--- config.mk ---
export PLATFORM = sky130hd
export DESIGN_NAME = scheduled_hysteresis_thermostat
export DESIGN_NICKNAME = d
export VERILOG_FILES = /design/src/rtl/sht_pkg.sv /design/src/rtl/scheduled_hysteresis_thermostat.sv
export SDC_FILE = /design/constraint.sdc
export NUM_CORES = 1
export LEC_CHECK = 0
export BUFFER_PORTS_ARGS = -buffer_cell sky130_fd_sc_hd__buf_2
export CAP_MARGIN = 20
export CORE_ASPECT_RATIO = 0.9
export CORE_MARGIN = 2
export CORE_UTILIZATION = 50
export CTS_CLUSTER_DIAMETER = 150
export DETAILED_ROUTE_END_ITERATION = 12
export HOLD_SLACK_MARGIN = 0.15
export PLACE_DENSITY = 0.71
export SLEW_MARGIN = 0
export SYNTH_ARGS = -nofsm -noshare
export SYNTH_HDL_FRONTEND = slang
export SYNTH_SLANG_ARGS = --single-unit
--- constraint.sdc ---
create_clock -name clk -period 11.3 [get_ports clk]
set_clock_uncertainty 0.2 [all_clocks]
set_input_delay 0.565 -clock clk [delete_from_list [all_inputs] [get_ports clk]]
set_output_delay 0.565 -clock clk [all_outputs]
set_load 0.02 [all_outputs]
--- src/rtl/sht_pkg.sv ---
// ----------------------------------------------------------------------------
// sht_pkg: shared definitions for the scheduled hysteresis thermostat
// Field widths, register map codes and reset values.
// ----------------------------------------------------------------------------
package sht_pkg;

    localparam int TEMP_W  = 12;
    localparam int BAND_W  = 10;
    localparam int TIME_W  = 17;
    localparam int ADDR_W  = 5;
    localparam int DATA_W  = 32;
    localparam int IDX_W   = 3;
    localparam int S_DATA_W = 48;
    localparam int M_DATA_W = 16;

    typedef logic signed [TEMP_W-1:0] temp_t;
    typedef logic [TIME_W-1:0]        tod_t;
    typedef logic [BAND_W-1:0]        band_t;

    // register indexes (byte address = 4 * index)
    localparam logic [IDX_W-1:0] REG_HIGH_SETPOINT = 3'd0;
    localparam logic [IDX_W-1:0] REG_LOW_SETPOINT  = 3'd1;
    localparam logic [IDX_W-1:0] REG_HYST_BAND     = 3'd2;
    localparam logic [IDX_W-1:0] REG_WINDOW_START  = 3'd3;
    localparam logic [IDX_W-1:0] REG_WINDOW_STOP   = 3'd4;

    // item kinds carried in tuser
    localparam logic OP_SAMPLE   = 1'b0;
    localparam logic OP_OVERRIDE = 1'b1;

    localparam temp_t RST_HIGH_SETPOINT = 12'sd336;
    localparam temp_t RST_LOW_SETPOINT  = 12'sd256;
    localparam band_t RST_HYST_BAND     = 10'd16;
    localparam tod_t  RST_WINDOW_START  = 17'd79200;
    localparam tod_t  RST_WINDOW_STOP   = 17'd32400;

endpackage

--- src/rtl/scheduled_hysteresis_thermostat.sv ---
// ----------------------------------------------------------------------------
// scheduled_hysteresis_thermostat: bang-bang heater control with a daily
// high-setpoint window, manual override and hysteresis band.
// ----------------------------------------------------------------------------
// Datapath: an accepted input beat goes through the input register, then the
// result register, which holds its result beat.
// Throughput: one beat per cycle while m_tready keeps the output moving; the flag
// update between the two registers is the only dependency from one item to the next.
// Reset: asynchronous, active low; flags cleared, registers to defaults.
module scheduled_hysteresis_thermostat
    import sht_pkg::*;
(
    input  logic                clk,
    input  logic                rst_n,
    input  logic                s_tvalid,
    output logic                s_tready,
    // [16:0] time_of_day, [28:17] measured_temperature,
    // [40:29] override_setpoint, [47:41] zero
    input  logic [S_DATA_W-1:0] s_tdata,
    // [0] operation
    input  logic                s_tuser,
    output logic                m_tvalid,
    input  logic                m_tready,
    // [0] heater_on, [12:1] target_temperature, [13] in_window,
    // [14] override_active, [15] zero
    output logic [M_DATA_W-1:0] m_tdata,
    input  logic                psel,
    input  logic                penable,
    input  logic                pwrite,
    input  logic [ADDR_W-1:0]   paddr,
    input  logic [DATA_W-1:0]   pwdata,
    output logic [DATA_W-1:0]   prdata,
    output logic                pready
);

    // configuration
    temp_t high_sp_reg;
    temp_t low_sp_reg;
    band_t band_reg;
    tod_t  win_start_reg;
    tod_t  win_stop_reg;

    logic             cfg_wr;
    logic [IDX_W-1:0] cfg_idx;

    // input stage
    logic  in_valid_reg;
    logic  in_op_reg;
    tod_t  in_tod_reg;
    temp_t in_temp_reg;
    temp_t in_ovr_reg;

    // control state
    logic  heater_reg,  heater_next;
    logic  window_reg,  window_next;
    logic  ovr_reg,     ovr_next;
    temp_t manual_reg,  manual_next;

    // result stage
    logic  out_valid_reg;
    logic  out_heater_reg;
    temp_t out_target_reg;
    logic  out_window_reg;
    logic  out_ovr_reg;

    logic  advance;
    logic  win;
    temp_t target;
    logic signed [TEMP_W+1:0] half;
    logic signed [TEMP_W+1:0] upper;
    logic signed [TEMP_W+1:0] lower;
    logic signed [TEMP_W+1:0] temp_ext;

    assign pready  = 1'b1;
    assign cfg_idx = paddr[ADDR_W-1:2];
    assign cfg_wr  = psel && penable && pwrite && pready;

    always_ff @(posedge clk or negedge rst_n)
    begin
        if (!rst_n)
        begin
            high_sp_reg   <= RST_HIGH_SETPOINT;
            low_sp_reg    <= RST_LOW_SETPOINT;
            band_reg      <= RST_HYST_BAND;
            win_start_reg <= RST_WINDOW_START;
            win_stop_reg  <= RST_WINDOW_STOP;
        end
        else if (cfg_wr)
        begin
            case (cfg_idx)
                REG_HIGH_SETPOINT: high_sp_reg   <= pwdata[TEMP_W-1:0];
                REG_LOW_SETPOINT:  low_sp_reg    <= pwdata[TEMP_W-1:0];
                REG_HYST_BAND:     band_reg      <= pwdata[BAND_W-1:0];
                REG_WINDOW_START:  win_start_reg <= pwdata[TIME_W-1:0];
                REG_WINDOW_STOP:   win_stop_reg  <= pwdata[TIME_W-1:0];
                default: ;
            endcase
        end
    end

    always_comb
    begin
        case (cfg_idx)
            REG_HIGH_SETPOINT: prdata = {{(DATA_W-TEMP_W){1'b0}}, high_sp_reg};
            REG_LOW_SETPOINT:  prdata = {{(DATA_W-TEMP_W){1'b0}}, low_sp_reg};
            REG_HYST_BAND:     prdata = {{(DATA_W-BAND_W){1'b0}}, band_reg};
            REG_WINDOW_START:  prdata = {{(DATA_W-TIME_W){1'b0}}, win_start_reg};
            REG_WINDOW_STOP:   prdata = {{(DATA_W-TIME_W){1'b0}}, win_stop_reg};
            default:           prdata = '0;
        endcase
    end

    // Input stage moves on whenever the result register is free or draining.
    assign advance  = in_valid_reg && (!out_valid_reg || m_tready);
    assign s_tready = !in_valid_reg || advance;

    always_ff @(posedge clk or negedge rst_n)
    begin
        if (!rst_n)
        begin
            in_valid_reg <= 1'b0;
        end
        else if (s_tready)
        begin
            in_valid_reg <= s_tvalid;
        end
    end

    always_ff @(posedge clk)
    begin
        if (s_tready && s_tvalid)
        begin
            in_op_reg   <= s_tuser;
            in_tod_reg  <= s_tdata[TIME_W-1:0];
            in_temp_reg <= s_tdata[TIME_W+TEMP_W-1:TIME_W];
            in_ovr_reg  <= s_tdata[TIME_W+2*TEMP_W-1:TIME_W+TEMP_W];
        end
    end

    // Window test; a wrapped window spans midnight, an empty one never hits.
    always_comb
    begin
        if (win_stop_reg > win_start_reg)
            win = (in_tod_reg > win_start_reg) && (in_tod_reg < win_stop_reg);
        else if (win_stop_reg < win_start_reg)
            win = (in_tod_reg > win_start_reg) || (in_tod_reg < win_stop_reg);
        else
            win = 1'b0;
    end

    always_comb
    begin
        heater_next = heater_reg;
        window_next = window_reg;
        ovr_next    = ovr_reg;
        manual_next = manual_reg;
        target      = manual_reg;
        half        = $signed({{(TEMP_W+3-BAND_W){1'b0}}, band_reg[BAND_W-1:1]});
        temp_ext    = {{2{in_temp_reg[TEMP_W-1]}}, in_temp_reg};
        upper       = '0;
        lower       = '0;
        if (in_op_reg == OP_OVERRIDE)
        begin
            manual_next = in_ovr_reg;
            ovr_next    = 1'b1;
            target      = in_ovr_reg;
        end
        else
        begin
            // a change of window drops any override
            if (win != window_reg)
            begin
                ovr_next    = 1'b0;
                window_next = win;
            end
            if (ovr_next)
                target = manual_reg;
            else
                target = win ? high_sp_reg : low_sp_reg;
            upper = {{2{target[TEMP_W-1]}}, target} + half;
            lower = {{2{target[TEMP_W-1]}}, target} - half;
            if (temp_ext > upper)
                heater_next = 1'b0;
            else if (temp_ext < lower)
                heater_next = 1'b1;
        end
    end

    always_ff @(posedge clk or negedge rst_n)
    begin
        if (!rst_n)
        begin
            heater_reg    <= 1'b0;
            window_reg    <= 1'b0;
            ovr_reg       <= 1'b0;
            manual_reg    <= '0;
            out_valid_reg <= 1'b0;
        end
        else
        begin
            if (advance)
            begin
                heater_reg <= heater_next;
                window_reg <= window_next;
                ovr_reg    <= ovr_next;
                manual_reg <= manual_next;
            end
            if (advance)
                out_valid_reg <= 1'b1;
            else if (m_tready)
                out_valid_reg <= 1'b0;
        end
    end

    always_ff @(posedge clk)
    begin
        if (advance)
        begin
            out_heater_reg <= heater_next;
            out_target_reg <= target;
            out_window_reg <= window_next;
            out_ovr_reg    <= ovr_next;
        end
    end

    assign m_tvalid = out_valid_reg;
    assign m_tdata  = {1'b0, out_ovr_reg, out_window_reg, out_target_reg, out_heater_reg};

`ifndef SYNTH
    // an override beat leaves the heater alone
    a_ovr_keeps_heater: assert property (@(posedge clk) disable iff (!rst_n)
        advance && in_op_reg == OP_OVERRIDE |=> heater_reg == $past(heater_reg))
        else $error("override changed heater state");

    // an override beat always reports the override as active with its setpoint
    a_ovr_result: assert property (@(posedge clk) disable iff (!rst_n)
        advance && in_op_reg == OP_OVERRIDE |=> out_ovr_reg && out_target_reg == manual_reg)
        else $error("override result mismatch");

    // the input stage only stalls while it holds a beat
    a_stall_holds: assert property (@(posedge clk) disable iff (!rst_n)
        !s_tready |-> in_valid_reg && out_valid_reg && !m_tready)
        else $error("input stalled without cause");

    // reported flags match the state left by the beat
    a_flags_track: assert property (@(posedge clk) disable iff (!rst_n)
        advance |=> out_window_reg == window_reg && out_heater_reg == heater_reg)
        else $error("result flags out of step with state");
`endif

endmodule

==> results of run 1 <==
-- cells by family after synthesis --
family | after synthesis | share of synthesized area
multiplexers | 69 | 0.0857
XOR/XNOR | 18 | 0.0181
buffers and inverters | 123 | 0.0632
adder cells (fa/ha/maj) | 95 | 0.138
flip-flops | 142 | 0.443
AND/OR/NAND/NOR | 195 | 0.105
other | 2 | 0.000862
AO/OA/AOI/OAI | 211 | 0.145
-- layout make-up --
type / count / area share
multi-input cells: 605 / 0.416
inverters: 72 / 0.0257
clock inverters: 12 / 0.0158
flip-flops and latches: 142 / 0.368
clock buffers: 20 / 0.0435
well taps: 235 / 0.0280
repair buffers: 158 / 0.103
-- tightest hold or removal path, delay by kind of cell --
kind / cells / cell delay, ps
compound gates: 1 / 70
buf+inv: 1 / 130
simple gates: 1 / 50
-- synthesized netlist by cell type (20+ instances only) --
master / instances
a21oi_1: 40
buf_4: 21
clkbuf_1: 24
dfrtp_1: 65
dfstp_2: 20
edfxtp_1: 57
ha_1: 93
inv_1: 72
mux2_2: 45
mux2i_1: 24
nand2_1: 81
nor2_1: 37
o21ai_0: 109
-- cell usage in the layout (no fill, tap or decap), types with 11 or more instances in the layout --
cell	n
dfrtp_1	65
mux2_2	45
dfstp_2	20
ha_1	93
mux2i_1	24
o21ai_0	109
nor2_1	35
buf_2	101
edfxtp_1	57
nand2_1	81
inv_1	72
xnor2_1	15
conb_1	17
nand3_1	15
dlygate4sd3_1	48
nand2b_1	12
o22ai_1	11
clkbuf_16	17
a21oi_1	40
-- how the worst min path moves through the flow --
stage                                        start                            end  slack, ps  cells after the start
after global routing                    pwdata[16]   win_stop_reg[16]$_DFFE_PN0P_        180                      3
after detailed placement  in_valid_reg$_DFFE_PN0N_           m_tvalid$_DFFE_PN0P_        290                      1
after global placement    in_valid_reg$_DFFE_PN0N_           m_tvalid$_DFFE_PN0P_        280                      1
after floorplan                              rst_n        band_reg[0]$_DFFE_PN0P_         70                      0
final                                   pwdata[10]   win_stop_reg[10]$_DFFE_PN1P_        190                      3
after CTS                               pwdata[16]  win_start_reg[16]$_DFFE_PN1P_        170                      3
-- layer usage --
layer / up-vias / part of all wire / track usage
li1: 3291 / - / -
met4: 2 / 0.021 / 0.0909
met2: 165 / 0.46 / 0.380
met1: 3243 / 0.47 / 0.329
met3: 35 / 0.046 / 0.0469
met5: - / 0.00062 / 0
-- report_power, final --
part	leakage (nW)	internal, W	switching (W)	total, W
Combinational	2.93	0.000617	0.000791	0.00141
Sequential	1.52	0.000657	0.0000872	0.000744
Clock	0.302	0.000378	0.000217	0.000595
Total	4.75	0.00165	0.00109	0.00275
-- stage by stage --
step | utilization | std cells | setup slack [ps] | total power, W | hold WS (ps)
floorplan | - | 870 | 5180 | 0.00178 | 69.4
global placement | 0.552 | 1162 | 3690 | 0.00207 | 277
detailed placement | 0.552 | 1162 | 3530 | 0.00210 | 293
CTS | 0.617 | 1242 | 3460 | 0.00274 | 167
global route | 0.620 | 1244 | 2780 | 0.00297 | 182
finish | 0.620 | 1244 | 3360 | 0.00275 | 187
==> results.toml, run 1 <==
[worst_setup_path]
cp_max_fo = 37
path_depth = 27
endpoint_kind = "flop"
r2r-start = "win_stop_reg[4]$_DFFE_PN1P_"
critical_path.top_delay_family = "compound AO/OA/AOI/OAI gates"
crit_path_start = "win_stop_reg[4]$_DFFE_PN1P_"
critical_path_required_ps = 11470
rrSetupSlack_ps = 3360
max_stage_delay_ps = 720
r2r_end = "heater_reg$_DFFE_PN0P_"
reg2regPathDepth = 27
worst-path-buf-inv = 2
arrival_ps = 8110
start_kind = "flop"
endpoint = "heater_reg$_DFFE_PN0P_"
path_class = "reg2reg"
crit_top_cell = "a21oi_1"
crit_slowest_cell = "o21ai_4"

[placement]
place_congestion = 0.848
placed_cell_area_um2 = 9350
dp_hpwl_um = 15300
portBuffers = 102

[clocking]
clk_latency_ps = 440
clk_root_buffer_cell = "clkbuf_16"
cts_buffers = 17
cts_num_sinks = 142
htree_levels = 4
cts.reportedPaths.clkPinSlew_ps = 60
cts.repair.resized = 0
cts_hold_buf = 48
clockBufferDepth = 2
cts_tree = "yes"
cts_setup_buffers = 0

[layout]
seq_area_um2 = 3860
fillCellCount = 1368
area_growth_pct = 20.5
antenna_cells = 0
finalNetCount = 1184
finalInstanceArea_um2 = 10500
final_layout_size_suffix_gt1_frac = 0.214
multi_input_area_um2 = 4370

[route]
num_vias = 6736
drc = 0
viasPerCell = 5.41
post_drt_wl_per_cell_um = 16.9
drt_iter0_markers = 557
wl_um = 21000
first_pass_iters = 5
ant_nets = 0

[pwr]
power.density_nw_per_um2 = 261
vdd_drop_max_uv = 142
p_leak_nw = 4.75

[floorplan]
pin_count = 144
fp-row-count = 45
die_area_um2 = 18500
initial_core_util = 0.514
die_h_um = 129
die_w_um = 143
coreArea_um2 = 16900

[synth]
synthArstFlopShare = 0.599
synthTopCellsByArea = "edfxtp_1, dfrtp_1, ha_1"
synth_area_um2 = 8710
syn_avg_cell_area_um2 = 10.2
postSynthCellCount = 855
synth.largest_area_cell = "edfxtp_1"
synth_cell_types = 62
ys.flop_type = "dfrtp_1"
yosys_warnings = 0
yosysSeqAreaShare = 0.443
synth_seq_cells = 142
synth_top_area_frac = 0.196
synth-edff-count = 57

[flow_run]
max_cap_viol_count = 0

[timing]
max_slew.worst_pin.slew_ps = 879
min_period_ps = 7940
setup-violations-final = 0
finalHoldViolCount = 0
max_freq_ghz = 0.126
relSlewSlack = 0.412
rsz0062_at_grt = "no"
totalNegativeSetupSlack_ps = 0
fin_crit_sh = 0.703
report.final.slew_viol_count = 0

[global_route]
grt_use_total = 0.240
grt_max_degree = 48
grt_pass1_vias = 6699
grt_antenna_before_repair = 2
grt-ovfl-total = 0
grt_pass1_wl_um = 34200

[status]
outcome = "finished, final reports clean"

[min_path]
min_path_type = "in2reg"
Note: power is estimated with default switching activity, not from simulation.
==> inputs of run 2 (changes only) <==
Settings changed: PLACE_DENSITY 0.71 to 0.74.
Clock period 11.3 ns to 6.7 ns, I/O delays scaled along.
==> run 2 against run 1 <==
  * First-iteration DRC count decreased by 15%
  * Global-route usage decreased by 0.32 points
  * Worst setup slack got worse by 3100 ps
  * Critical path depth increased by 4
  * Combinational power increased by 83%
  * Total power increased by 78%
  * Routed wire length increased by 2.6%
  * Maximum frequency increased by 24%
  * Cell area increased by 3.5%
  * Cell count increased by 2.4%
  * Sequential share of layout area decreased by 1.3 points
  * Critical endpoint unchanged
  * Highest routed layer is now met4
==> results.toml, run 2 (synthesis gave the netlist of run 1 again) <==
[global_route]
grt_antenna_before_repair = 0
grt_max_degree = 66
grt-ovfl-total = 0
grt_pass1_vias = 6898
grt_pass1_wl_um = 34100
grt_use_total = 0.237

[worst_setup_path]
cp_max_fo = 7
r2r-start = "win_start_reg[8]$_DFFE_PN1P_"
endpoint_kind = "flop"
arrival_ps = 6520
crit_slowest_cell = "dfstp_2"
crit_top_cell = "ha_1"
path_class = "reg2reg"
max_stage_delay_ps = 550
critical_path_required_ps = 6800
crit_path_start = "win_start_reg[8]$_DFFE_PN1P_"
start_kind = "flop"

[clocking]
clk_root_buffer_cell = "clkbuf_16"
htree_levels = 4
cts_buffers = 17
clockBufferDepth = 2
cts_tree = "yes"
clk_latency_ps = 420
cts_num_sinks = 142
cts.reportedPaths.clkPinSlew_ps = 70

[layout]
area_growth_pct = 24.8
final_common_cell = "buf_2"
mostFrequentLayoutCells = "buf_2, o21ai_0, ha_1"
antenna_cells = 0
multi_input_area_um2 = 4450
seq_area_um2 = 3860
final_layout_size_suffix_gt1_frac = 0.239
fillCellCount = 1296
finalNetCount = 1214
finalInstanceArea_um2 = 10900

[floorplan]
fp-row-count = 45
pin_count = 144
die_h_um = 129
die_area_um2 = 18500
coreArea_um2 = 16900
initial_core_util = 0.514
die_w_um = 143

[route]
viasPerCell = 5.40
post_drt_wl_per_cell_um = 16.9
wl_um = 21600
drc = 0
num_vias = 6877
drt_iter0_markers = 471
first_pass_iters = 5
ant_nets = 0

[timing]
finalHoldViolCount = 0
max_freq_ghz = 0.156
layout_setup_ws_ps = 283
relSlewSlack = 0.424
report.final.slew_viol_count = 0
min_period_ps = 6420
totalNegativeSetupSlack_ps = 0
setup-violations-final = 0
fin_crit_sh = 0.958
max_slew.worst_pin.slew_ps = 864
worst_hold_slack_ps = 298

[min_path]
min_path_type = "in2async"

[pwr]
p_leak_nw = 4.90
p_seq_frac = 0.257
power.density_nw_per_um2 = 450
p_switching_w = 0.00194
vdd_drop_max_uv = 226
pwr-share-comb = 0.526
power_switching_share = 0.397
clkPwrFrac = 0.217
p_int_w = 0.00295
report.power.total_w = 0.00489

[flow_run]
max_cap_viol_count = 0

[status]
outcome = "finished, final reports clean"

[placement]
pre_cts_slack_ps = 107
dp_hpwl_um = 15300
placed_cell_area_um2 = 9420
portBuffers = 102
place_congestion = 0.867
[run 2: cell types whose count changed in the layout (fill, tap and decap cells not counted), moves of 3 or more]
cell           previous run  this run
buf_4                     7        20
clkinv_1                  3         0
dlygate4sd3_1            48        64
inv_6                     0         5
o21ai_0                 109       100
o21ai_1                   1         6
o21ai_2                   2         6
[run 2: critical path, delay by kind of cell (launching register included)]
| kind | cells | cell delay [ps] |
|---|---|---|
| compound gates | 17 | 2880 |
| fa+ha+maj | 4 | 1250 |
| simple gates | 5 | 630 |
| flops | 1 | 550 |
| buf+inv | 4 | 480 |
| mux | 1 | 270 |
[run 2: power groups by stage]
stage | Clock, W | Combinational (W) | Sequential (W)
floorplan | 0 | 0.00178 | 0.00122
global placement | 0 | 0.00228 | 0.00126
detailed placement | 0 | 0.00234 | 0.00127
CTS | 0.00107 | 0.00240 | 0.00125
global route | 0.00111 | 0.00288 | 0.00128
finish | 0.00106 | 0.00258 | 0.00126
[run 2: path summary, 6_finish.rpt]
| path | slack [ps] | cells past startpoint | to |
|---|---|---|---|
| max in group asynchronous | 4910 | 3 | win_start_reg[4]$_DFFE_PN0P_ |
| worst min-delay path | 300 | 2 | win_start_reg[13]$_DFFE_PN1P_ |
| worst max register to register | 280 | 31 | heater_reg$_DFFE_PN0P_ |
| worst max-delay path | 280 | 31 | heater_reg$_DFFE_PN0P_ |
| worst min register to register | 300 | 1 | m_tvalid$_DFFE_PN0P_ |
| min in group clk | 300 | 1 | m_tvalid$_DFFE_PN0P_ |
[run 2: area by class of cell]
cell class / instances / share of cell area
Sequential cell: 142 / 0.355
Clock buffer: 18 / 0.0395
Inverter: 72 / 0.0249
Tap cell: 235 / 0.0270
Multi-Input combinational cell: 605 / 0.409
Timing Repair Buffer: 188 / 0.123
Clock inverter: 14 / 0.0211
[run 2: what timing repair did]
| item | 4_1_cts | 5_1_grt |
|---|---|---|
| resized for setup | 0 | 28 |
| endpoints found under the hold margin | 132 | 0 |
| setup buffers | 0 | 5 |
| hold buffers | 64 | 0 |
| endpoints found under the setup margin | 0 | 2 |
[run 2: layer usage]
metal,up-vias,part of all wire,track usage
li1,3349,-,-
met3,20,0.050,0.0473
met5,-,0,0
met2,183,0.48,0.393
met4,0,0.011,0.0594
met1,3325,0.46,0.321
[run 2: metrics by stage]
stage | instances | util
global placement | 1171 | 0.556
finish | 1274 | 0.642
CTS | 1267 | 0.633
floorplan | 870 | -
global route | 1274 | 0.642
detailed placement | 1171 | 0.556
